[src/owtr_pkg.sv]
// ----------------------------------------------------------------------------
// owtr_pkg
// Types and constants shared by the one-wire temperature reader modules.
// ----------------------------------------------------------------------------
package owtr_pkg;

  localparam int unsigned CfgIndexBits = 3;
  localparam int unsigned CfgDataBits  = 20;

  localparam logic [CfgIndexBits-1:0] CfgResetLow   = 3'd0;
  localparam logic [CfgIndexBits-1:0] CfgPresSample = 3'd1;
  localparam logic [CfgIndexBits-1:0] CfgResetTail  = 3'd2;
  localparam logic [CfgIndexBits-1:0] CfgSlot       = 3'd3;
  localparam logic [CfgIndexBits-1:0] CfgCmdGap     = 3'd4;
  localparam logic [CfgIndexBits-1:0] CfgConvWait   = 3'd5;
  localparam logic [CfgIndexBits-1:0] CfgFinalWait  = 3'd6;

  localparam logic [9:0]  ResetLowDefault   = 10'd480;
  localparam logic [7:0]  PresSampleDefault = 8'd80;
  localparam logic [9:0]  ResetTailDefault  = 10'd400;
  localparam logic [7:0]  SlotDefault       = 8'd50;
  localparam logic [19:0] CmdGapDefault     = 20'd1000;
  localparam logic [19:0] ConvWaitDefault   = 20'd800000;
  localparam logic [19:0] FinalWaitDefault  = 20'd1000000;

  localparam logic [7:0] CmdSkipRom  = 8'hCC;
  localparam logic [7:0] CmdConvert  = 8'h44;
  localparam logic [7:0] CmdReadPad  = 8'hBE;

  typedef enum logic [4:0] {
    PhIdle,
    PhR1Low,
    PhR1Wait,
    PhR1Tail,
    PhGap1,
    PhW1Low,
    PhW1Rel,
    PhConv,
    PhR2Low,
    PhR2Wait,
    PhR2Tail,
    PhGap2,
    PhW2Low,
    PhW2Rel,
    PhRdLow,
    PhRdRel,
    PhFinal
  } phase_e;

  typedef struct packed {
    logic [9:0]  reset_low;
    logic [7:0]  pres_sample;
    logic [9:0]  reset_tail;
    logic [7:0]  slot;
    logic [19:0] cmd_gap;
    logic [19:0] conv_wait;
    logic [19:0] final_wait;
  } cfg_t;

  typedef struct packed {
    phase_e      phase;
    logic [7:0]  shift;
    logic [2:0]  bit_idx;
    logic        byte_idx;
  } seq_t;

  typedef struct packed {
    logic               drive_low;
    logic               busy_res;
    logic               done_res;
    logic               presence_ok;
    logic signed [15:0] temperature_raw;
  } res_t;

endpackage

[src/owtr_core.sv]
// ----------------------------------------------------------------------------
// owtr_core
// Bus sequencer: advances the read sequence by one tick per accepted item.
// ----------------------------------------------------------------------------
module owtr_core import owtr_pkg::*; #(
  parameter int unsigned TickCounterBits = 20
) (
  input  logic clk_i,
  input  logic rst_ni,
  input  logic step_i,
  input  logic start_i,
  input  logic line_i,
  input  cfg_t cfg_i,
  output res_t res_o
);

  localparam int unsigned CntW = TickCounterBits;
  localparam logic [32:0] CntMax = (33'd1 << CntW) - 33'd1;
  localparam logic [CntW-1:0] CntOne = {{(CntW-1){1'b0}}, 1'b1};

  function automatic logic [CntW-1:0] sat_ticks(input logic [19:0] v);
    logic [32:0] wide;
    wide = {13'd0, v};
    if (wide > CntMax) begin
      sat_ticks = CntMax[CntW-1:0];
    end else begin
      sat_ticks = wide[CntW-1:0];
    end
  endfunction

  function automatic seq_t next_phase(input seq_t s);
    seq_t n;
    n = s;
    case (s.phase)
      PhR1Low:  n.phase = PhR1Wait;
      PhR1Wait: n.phase = PhR1Tail;
      PhR1Tail: n.phase = PhGap1;
      PhR2Low:  n.phase = PhR2Wait;
      PhR2Wait: n.phase = PhR2Tail;
      PhR2Tail: n.phase = PhGap2;
      PhW1Low:  n.phase = PhW1Rel;
      PhW2Low:  n.phase = PhW2Rel;
      PhConv:   n.phase = PhR2Low;
      PhRdLow:  n.phase = PhRdRel;
      PhGap1, PhGap2: begin
        n.phase    = (s.phase == PhGap1) ? PhW1Low : PhW2Low;
        n.shift    = CmdSkipRom;
        n.bit_idx  = 3'd0;
        n.byte_idx = 1'b0;
      end
      PhW1Rel, PhW2Rel: begin
        n.shift = {1'b0, s.shift[7:1]};
        if (s.bit_idx != 3'd7) begin
          n.bit_idx = s.bit_idx + 3'd1;
          n.phase   = (s.phase == PhW1Rel) ? PhW1Low : PhW2Low;
        end else if (!s.byte_idx) begin
          n.bit_idx  = 3'd0;
          n.byte_idx = 1'b1;
          n.shift    = (s.phase == PhW1Rel) ? CmdConvert : CmdReadPad;
          n.phase    = (s.phase == PhW1Rel) ? PhW1Low : PhW2Low;
        end else begin
          n.bit_idx  = 3'd0;
          n.byte_idx = 1'b0;
          n.shift    = 8'd0;
          n.phase    = (s.phase == PhW1Rel) ? PhConv : PhRdLow;
        end
      end
      PhRdRel: begin
        if (s.bit_idx != 3'd7) begin
          n.bit_idx = s.bit_idx + 3'd1;
          n.phase   = PhRdLow;
        end else if (!s.byte_idx) begin
          n.bit_idx  = 3'd0;
          n.byte_idx = 1'b1;
          n.shift    = 8'd0;
          n.phase    = PhRdLow;
        end else begin
          n.bit_idx  = 3'd0;
          n.byte_idx = 1'b0;
          n.phase    = PhFinal;
        end
      end
      default: n.phase = PhIdle;
    endcase
    return n;
  endfunction

  logic [CntW-1:0] dur_rlow, dur_pres, dur_tail, dur_slot;
  logic [CntW-1:0] dur_gap, dur_conv, dur_final;

  assign dur_rlow  = sat_ticks((cfg_i.reset_low == '0) ? 20'd1 : {10'd0, cfg_i.reset_low});
  assign dur_pres  = sat_ticks((cfg_i.pres_sample == '0) ? 20'd1 : {12'd0, cfg_i.pres_sample});
  assign dur_tail  = sat_ticks((cfg_i.reset_tail == '0) ? 20'd1 : {10'd0, cfg_i.reset_tail});
  assign dur_slot  = sat_ticks((cfg_i.slot == '0) ? 20'd1 : {12'd0, cfg_i.slot});
  assign dur_gap   = sat_ticks(cfg_i.cmd_gap);
  assign dur_conv  = sat_ticks(cfg_i.conv_wait);
  assign dur_final = sat_ticks(cfg_i.final_wait);

  seq_t               seq_q, seq_d;
  logic [CntW-1:0]    tick_q, tick_d;
  logic [7:0]         low_q, low_d;
  logic signed [15:0] temp_q, temp_d;
  logic               pres_q, pres_d;

  seq_t            cur;
  seq_t            nxt;
  logic [CntW-1:0] tick_inc;
  logic [CntW-1:0] ticks;
  logic            busy;
  logic            drive;
  logic            done;
  logic            skip;

  always_comb begin
    cur    = seq_q;
    tick_d = tick_q;
    low_d  = low_q;
    temp_d = temp_q;
    pres_d = pres_q;
    done   = 1'b0;
    ticks  = '0;
    nxt    = seq_q;
    skip   = 1'b0;

    if (cur.phase == PhIdle && start_i) begin
      cur.phase    = PhR1Low;
      cur.shift    = 8'd0;
      cur.bit_idx  = 3'd0;
      cur.byte_idx = 1'b0;
      tick_d       = '0;
    end

    busy  = (cur.phase != PhIdle);
    drive = (cur.phase == PhR1Low) || (cur.phase == PhR2Low) || (cur.phase == PhW1Low) ||
            (cur.phase == PhW2Low) || (cur.phase == PhRdLow);

    if (tick_d == '0) begin
      if (cur.phase == PhR1Tail || cur.phase == PhR2Tail) begin
        pres_d = ~line_i;
      end
      if (cur.phase == PhRdRel) begin
        cur.shift = {line_i, cur.shift[7:1]};
        if (cur.bit_idx == 3'd7) begin
          if (!cur.byte_idx) begin
            low_d = cur.shift;
          end else begin
            temp_d = {cur.shift, low_q};
            done   = 1'b1;
          end
        end
      end
    end

    case (cur.phase)
      PhR1Low, PhR2Low:   ticks = dur_rlow;
      PhR1Wait, PhR2Wait: ticks = dur_pres;
      PhR1Tail, PhR2Tail: ticks = dur_tail;
      PhGap1, PhGap2:     ticks = dur_gap;
      PhW1Low, PhW2Low:   ticks = cur.shift[0] ? CntOne : dur_slot;
      PhW1Rel, PhW2Rel:   ticks = cur.shift[0] ? dur_slot : CntOne;
      PhConv:             ticks = dur_conv;
      PhRdLow:            ticks = CntOne;
      PhRdRel:            ticks = dur_slot;
      PhFinal:            ticks = dur_final;
      default:            ticks = '0;
    endcase

    tick_inc = tick_d + CntOne;
    nxt      = cur;
    if (busy) begin
      if (tick_inc >= ticks) begin
        tick_d = '0;
        nxt    = next_phase(cur);
        case (nxt.phase)
          PhGap1, PhGap2: skip = (dur_gap == '0);
          PhConv:         skip = (dur_conv == '0);
          PhFinal:        skip = (dur_final == '0);
          default:        skip = 1'b0;
        endcase
        if (skip) begin
          nxt = next_phase(nxt);
        end
      end else begin
        tick_d = tick_inc;
      end
    end
    seq_d = nxt;
  end

  always_ff @(posedge clk_i or negedge rst_ni) begin
    if (!rst_ni) begin
      seq_q  <= '{phase: PhIdle, shift: 8'd0, bit_idx: 3'd0, byte_idx: 1'b0};
      tick_q <= '0;
      low_q  <= 8'd0;
      temp_q <= 16'sd0;
      pres_q <= 1'b0;
    end else if (step_i) begin
      seq_q  <= seq_d;
      tick_q <= tick_d;
      low_q  <= low_d;
      temp_q <= temp_d;
      pres_q <= pres_d;
    end
  end

  assign res_o.drive_low       = drive;
  assign res_o.busy_res        = busy;
  assign res_o.done_res        = done;
  assign res_o.presence_ok     = pres_d;
  assign res_o.temperature_raw = temp_d;

endmodule

[src/owtr_obuf.sv]
// ----------------------------------------------------------------------------
// owtr_obuf
// Two-entry result buffer between the sequencer and the output stream.
// ----------------------------------------------------------------------------
module owtr_obuf import owtr_pkg::*; (
  input  logic clk_i,
  input  logic rst_ni,
  input  logic push_i,
  input  res_t data_i,
  output logic ready_o,
  output logic valid_o,
  input  logic pop_ready_i,
  output res_t data_o
);

  res_t       mem_q [2];
  logic       wr_ptr_q, rd_ptr_q;
  logic [1:0] count_q, count_d;
  logic       pop;

  assign pop     = valid_o && pop_ready_i;
  assign ready_o = (count_q != 2'd2);
  assign valid_o = (count_q != 2'd0);
  assign data_o  = mem_q[rd_ptr_q];

  always_comb begin
    count_d = count_q;
    if (push_i && !pop) begin
      count_d = count_q + 2'd1;
    end else if (pop && !push_i) begin
      count_d = count_q - 2'd1;
    end
  end

  always_ff @(posedge clk_i or negedge rst_ni) begin
    if (!rst_ni) begin
      wr_ptr_q <= 1'b0;
      rd_ptr_q <= 1'b0;
      count_q  <= 2'd0;
    end else begin
      count_q <= count_d;
      if (push_i) begin
        wr_ptr_q <= ~wr_ptr_q;
      end
      if (pop) begin
        rd_ptr_q <= ~rd_ptr_q;
      end
    end
  end

  always_ff @(posedge clk_i) begin
    if (push_i) begin
      mem_q[wr_ptr_q] <= data_i;
    end
  end

endmodule

[src/one_wire_temperature_reader.sv]
// ----------------------------------------------------------------------------
// one_wire_temperature_reader
// One-wire bus master that reads a temperature sensor, one bus tick per item.
// ----------------------------------------------------------------------------
// Each input transaction on the s_ stream is one microsecond of bus time and
// carries the start request and the sampled line level. Each one produces
// exactly one output transaction on the m_ stream with the pull-down enable,
// busy and done flags, the presence flag and the raw signed temperature.
// The tick is processed in the cycle it is accepted and its result sits in
// the output buffer on the next cycle. One transaction is taken every cycle
// while the output buffer has room. The rate is set by the single sequencer
// register stage and its tick counter compare.
// The output buffer holds two results, so input is still taken while one
// result waits; s_tready falls only when both entries are full. The user
// writes timing registers through the cfg_ channel only while the sequence
// is idle, unenforced by the block; a write lands when cfg_valid_i is high.
// Reset returns the sequencer to idle, clears the temperature and presence
// flag, empties the buffer and loads the default timing registers.
// ----------------------------------------------------------------------------
module one_wire_temperature_reader import owtr_pkg::*; #(
  parameter int unsigned TickCounterBits = 20
) (
  input  logic                    clk_i,
  input  logic                    rst_ni,
  input  logic                    s_tvalid,
  output logic                    s_tready,
  // [0] start_req, [1] line_level, [7:2] zero
  input  logic [7:0]              s_tdata,
  output logic                    m_tvalid,
  input  logic                    m_tready,
  // [0] drive_low, [1] busy_res, [2] done_res, [3] presence_ok,
  // [19:4] temperature_raw, [23:20] zero
  output logic [23:0]             m_tdata,
  input  logic                    cfg_valid_i,
  output logic                    cfg_ready_o,
  input  logic [CfgIndexBits-1:0] cfg_index_i,
  input  logic [CfgDataBits-1:0]  cfg_data_i
);

  cfg_t cfg_q;
  res_t res;
  res_t res_out;
  logic step;

  assign cfg_ready_o = 1'b1;

  always_ff @(posedge clk_i or negedge rst_ni) begin
    if (!rst_ni) begin
      cfg_q.reset_low   <= ResetLowDefault;
      cfg_q.pres_sample <= PresSampleDefault;
      cfg_q.reset_tail  <= ResetTailDefault;
      cfg_q.slot        <= SlotDefault;
      cfg_q.cmd_gap     <= CmdGapDefault;
      cfg_q.conv_wait   <= ConvWaitDefault;
      cfg_q.final_wait  <= FinalWaitDefault;
    end else if (cfg_valid_i) begin
      case (cfg_index_i)
        CfgResetLow:   cfg_q.reset_low   <= cfg_data_i[9:0];
        CfgPresSample: cfg_q.pres_sample <= cfg_data_i[7:0];
        CfgResetTail:  cfg_q.reset_tail  <= cfg_data_i[9:0];
        CfgSlot:       cfg_q.slot        <= cfg_data_i[7:0];
        CfgCmdGap:     cfg_q.cmd_gap     <= cfg_data_i;
        CfgConvWait:   cfg_q.conv_wait   <= cfg_data_i;
        CfgFinalWait:  cfg_q.final_wait  <= cfg_data_i;
        default: ;
      endcase
    end
  end

  assign step = s_tvalid && s_tready;

  owtr_core #(
    .TickCounterBits(TickCounterBits)
  ) u_core (
    .clk_i  (clk_i),
    .rst_ni (rst_ni),
    .step_i (step),
    .start_i(s_tdata[0]),
    .line_i (s_tdata[1]),
    .cfg_i  (cfg_q),
    .res_o  (res)
  );

  owtr_obuf u_obuf (
    .clk_i      (clk_i),
    .rst_ni     (rst_ni),
    .push_i     (step),
    .data_i     (res),
    .ready_o    (s_tready),
    .valid_o    (m_tvalid),
    .pop_ready_i(m_tready),
    .data_o     (res_out)
  );

  assign m_tdata = {4'd0, res_out.temperature_raw, res_out.presence_ok, res_out.done_res,
                    res_out.busy_res, res_out.drive_low};

endmodule

[config.mk]
export PLATFORM = sky130hd
export DESIGN_NAME = one_wire_temperature_reader
export DESIGN_NICKNAME = d
export VERILOG_FILES = /design/src/owtr_pkg.sv /design/src/owtr_core.sv /design/src/owtr_obuf.sv /design/src/one_wire_temperature_reader.sv
export SDC_FILE = /design/constraint.sdc
export NUM_CORES = 1
export LEC_CHECK = 0
export BUFFER_PORTS_ARGS = -buffer_cell sky130_fd_sc_hd__buf_2
export CAP_MARGIN = 20
export CELL_PAD_IN_SITES_DETAIL_PLACEMENT = 1
export CELL_PAD_IN_SITES_GLOBAL_PLACEMENT = 1
export CORE_UTILIZATION = 52
export CTS_CLUSTER_DIAMETER = 50
export CTS_CLUSTER_SIZE = 25
export DETAILED_ROUTE_END_ITERATION = 12
export GPL_TIMING_DRIVEN = 0
export PLACE_DENSITY = 0.87
export SYNTH_ARGS = -nofsm -noshare
export SYNTH_HDL_FRONTEND = slang
export SYNTH_SLANG_ARGS = --single-unit
[constraint.sdc]
create_clock -name clk_i -period 16.2 [get_ports clk_i]
set_clock_uncertainty 0.05 [all_clocks]
set_input_delay 1.62 -clock clk_i [delete_from_list [all_inputs] [get_ports clk_i]]
set_output_delay 1.62 -clock clk_i [all_outputs]
set_load 0.01 [all_outputs]
==> out/results.tsv <==
stage	metric	value	unit
synthesis	synth-edff-count	40	
sta	tns	0	ns
worst_setup_path	timing.critical_path.fanout_max	10	
placed_design	final_replace_weighted_congestion	0.881	
run_status	outcome	completed	
finish	final_core_utilization	61.8	%
run	cap_viol_max_count	0	
synthesis	synth_top_cell_by_area	sky130_fd_sc_hd__dfrtp_1	
synthesis	synth_fa_ha_area_share	3.55	%
synthesis	synthXorXnorAreaFrac	1.82	%
cts	tritoncts	yes	
global_routing	overflow	0	
cts	postCtsHoldBufs	0	
synthesis	synth_flop_cell	sky130_fd_sc_hd__dfrtp_1	
drt	vias_per_cell	6.31	
placed_design	placed_cell_area	0.0112	mm^2
floorplanning	io_pins	63	
drt	detail-route-antenna-nets	0	
synthesis	yosys.area.top_type_share	31.0	%
drt	drc_errors	0	
floorplanning	fp.dieW	145	um
cts	cts_sinks	202	
cts	numCtsBuffers	26	
sta	worst_slew_pin_slew	1.06	ns
global_routing	grt_start_max_net_pins	116	
worst_setup_path	timing.setup.critical_path_class	in -> reg	
worst_setup_path	critPathMaxStageDelay	0.59	ns
drt	detailedRoute.firstIterationViolations	570	
placed_design	hpwl	21800	um
synthesis	synth_compound_gate_area_share	11.2	%
global_routing	groute.usage.overall	32.1	%
sta	fin_crit	7.78	ns
worst_setup_path	timing.critical_path.to_type	flip-flop	
hold_path	holdCritPathClass	reg -> reg	
synthesis	yosysMostFrequentCell	sky130_fd_sc_hd__nand2_1	
synthesis	synthesis.area_per_instance	11.0	um^2
floorplanning	initial_core_util	53.7	%
placed_design	placement.setup.worst_slack	8.06	ns
global_routing	number_of_global_route_vias_before_repair	8983	
floorplanning	coreArea	0.0197	mm^2
cts	clkSlewWorstSetupHoldPaths	0.06	ns
synthesis	synthesis.instances	958	
synthesis	sequential_share_of_the_synthesized_area	50.0	%
floorplanning	die_area	0.0209	mm^2
global_routing	grt_first_pass_wirelength	50200	um
synthesis	synth.mux.area_fraction	14.8	%
finish	finish.net_count	1107	
placed_design	io_buffers	49	
sta	period_share	48.0	%
pwr	leak_pwr	0.00514	uW
floorplanning	placement_rows	51	
cts	max-clock-path-buffers	3	
sta	max-slew-margin-rel	29.0	%
synthesis	synth-seq-cells	202	
cts	clkLatencyLatePin	0.54	ns
finish	antenna-diode-count	0	
synthesis	yosys-top-cells-area	sky130_fd_sc_hd__dfrtp_1 31%, sky130_fd_sc_hd__mux2_2 14%, sky130_fd_sc_hd__edfxtp_1 11%	
synthesis	synth_simple_gate_area_share	15.3	%
floorplanning	fp.dieH	145	um
synthesis	synth-async-reset-ratio	80.2	%
pwr	design_power_total	2050	uW
cts	post_cts_resized	0	
sta	timing.fmax	128	MHz
sta	final_max_slew_viol_count	0	
drt	detailroute.via_count	8358	
drt	wl	32200	um
finish	fillCellCount	2093	
worst_setup_path	worst_setup_path_start_kind	primary input	
finish	fin_area	0.0122	mm^2
sta	rsz0062_at_grt	false	
sta	timing.final.hold_violations	0	
synthesis	synthDistinctLibCells	77	
worst_setup_path	critical-path-slowest-cell	sky130_fd_sc_hd__clkbuf_1	
synthesis	syn-cell-area	0.0106	mm^2
synthesis	synthesis_warning_total	0	
synthesis	synth_top_family_by_area	simple AND/OR/NAND/NOR gates	
sta	setup_ws	8.42	ns
sta	final-setup-viol-count	0	
global_routing	grt_antenna_before_repair	0	
worst_setup_path	crit_arrival	8.14	ns
pwr	power_density	169	mW/mm^2
synthesis	yosys-top-cells-count	138 x sky130_fd_sc_hd__nand2_1, 134 x sky130_fd_sc_hd__mux2_2, 131 x sky130_fd_sc_hd__dfrtp_1	
cts	cts_root_buf	sky130_fd_sc_hd__clkbuf_16	
worst_setup_path	ordered_list_of_cells_on_the_worst_path	buf_2 -> nor2b_1 -> nand2_2 -> clkbuf_1 -> clkbuf_1 -> nand2_1 -> inv_1 -> ha_1 -> and3_1 -> nand4_1 -> nor3_2 -> nor4b_4 -> nand3_1 -> xor2_1 -> nor2_1 -> ha_1 -> and4_1 -> a221oi_1 -> o31a_1 -> nand2_2 -> nand3_1 -> nor2_1 -> a22o_1	
drt	wire_per_inst	24.3	um
drt	detailedRoute.firstPassIterationCount	5	
finish	drive_gt1_share	28.7	%
finish	syn_to_final_growth	15.1	%
worst_setup_path	cp.required	16.55	ns
pwr	max-vdd-ir-drop	84.8	uV
cts	ctsHtreeMaxLevel	1	
cts	postCtsSetupRepairBufs	0	
==> per-layer routing <==
layer	up-vias	global-route usage [%]	share of wire, %
li1	3736	-	-
met1	4221	36.8	39
met2	283	58.0	52
met3	118	4.37	4.1
met4	0	17.2	4.8
met5	-	0	0
==> flip-flops by register name, indices dropped and copies added (netlist names), 2 cells and up <==
| register | cells |
|---|---|
| u_core.low_q | 8 |
| u_core.tick_q | 20 |
| u_core.temp_q | 16 |
| u_core.seq_q | 17 |
| u_obuf.mem_q | 40 |
| cfg_q | 96 |
| u_obuf.count_q | 2 |
==> area by class of cell <==
| cell class | count | area [um^2] | share of cell area, % |
|---|---|---|---|
| Buffer | 52 | 268 | 2.20 |
| Clock buffer | 28 | 689 | 5.66 |
| Clock inverter | 19 | 264 | 2.17 |
| Inverter | 20 | 75.1 | 0.616 |
| Multi-Input combinational cell | 687 | 4960 | 40.7 |
| Sequential cell | 202 | 5290 | 43.5 |
| Tap cell | 265 | 332 | 2.72 |
| Timing Repair Buffer | 52 | 295 | 2.42 |
==> cells in the final DEF (no fill, tap or decap), drive strengths merged, types with 8 or more instances in the layout <==
cell	synthesis	routed
xnor2	11	11
buf	20	71
nand3	35	35
a21oi	32	32
dfstp	31	31
inv	20	23
xor2	11	11
o21ai	40	40
dfrtp	131	131
nand2	141	141
nor4	27	27
clkinv	0	9
nand2b	8	8
edfxtp	40	40
ha	30	30
nor2	36	36
clkbuf	32	61
a22o	13	13
mux2	136	136
a222oi	18	18
nor3	25	25
a22oi	12	12
==> final timing paths <==
check	end	start	slack (ns)	depth (start not counted)
max	u_core.seq_q[2]	s_tdata[0]	8.42	23
min	u_core.temp_q[9]	u_core.temp_q[9]	0.43	2
max reg2reg	u_core.seq_q[2]	u_core.seq_q[12]	8.99	23
min reg2reg	u_core.temp_q[9]	u_core.temp_q[9]	0.43	2
max in group asynchronous	u_core.seq_q[15]	rst_ni	14.23	2
min in group asynchronous	u_core.temp_q[4]	rst_ni	0.95	1
==> power by group <==
| part | switching [uW] | internal [uW] |
|---|---|---|
| Clock | 247 | 380 |
| Sequential | 92.8 | 639 |
| Combinational | 429 | 266 |
| Total | 768 | 1280 |
==> worst max-delay path, delay by kind of cell <==
family	cells	cell delay, ns
simple gates	13	3.19
xor+xnor	1	0.26
fa+ha+maj	2	0.52
buf+inv	4	1.45
compound gates	3	1.09
==> metrics by stage <==
step	std cells	hold slack, ns
detailed placement	1276	0.412
global placement	1275	0.402
global route	1325	0.452
floorplan	961	0.388
finish	1325	0.433
CTS	1323	0.434
==> logic make-up (layout without fill, tap and decap cells) <==
logic type,Yosys count,count (layout)
other cells,2,5
fa+ha+maj,30,30
buf+inv,72,171
compound gates,169,169
xor+xnor,22,22
mux,139,139
flops,202,202
simple gates,322,322
Note: power is estimated with default switching activity, not from simulation.
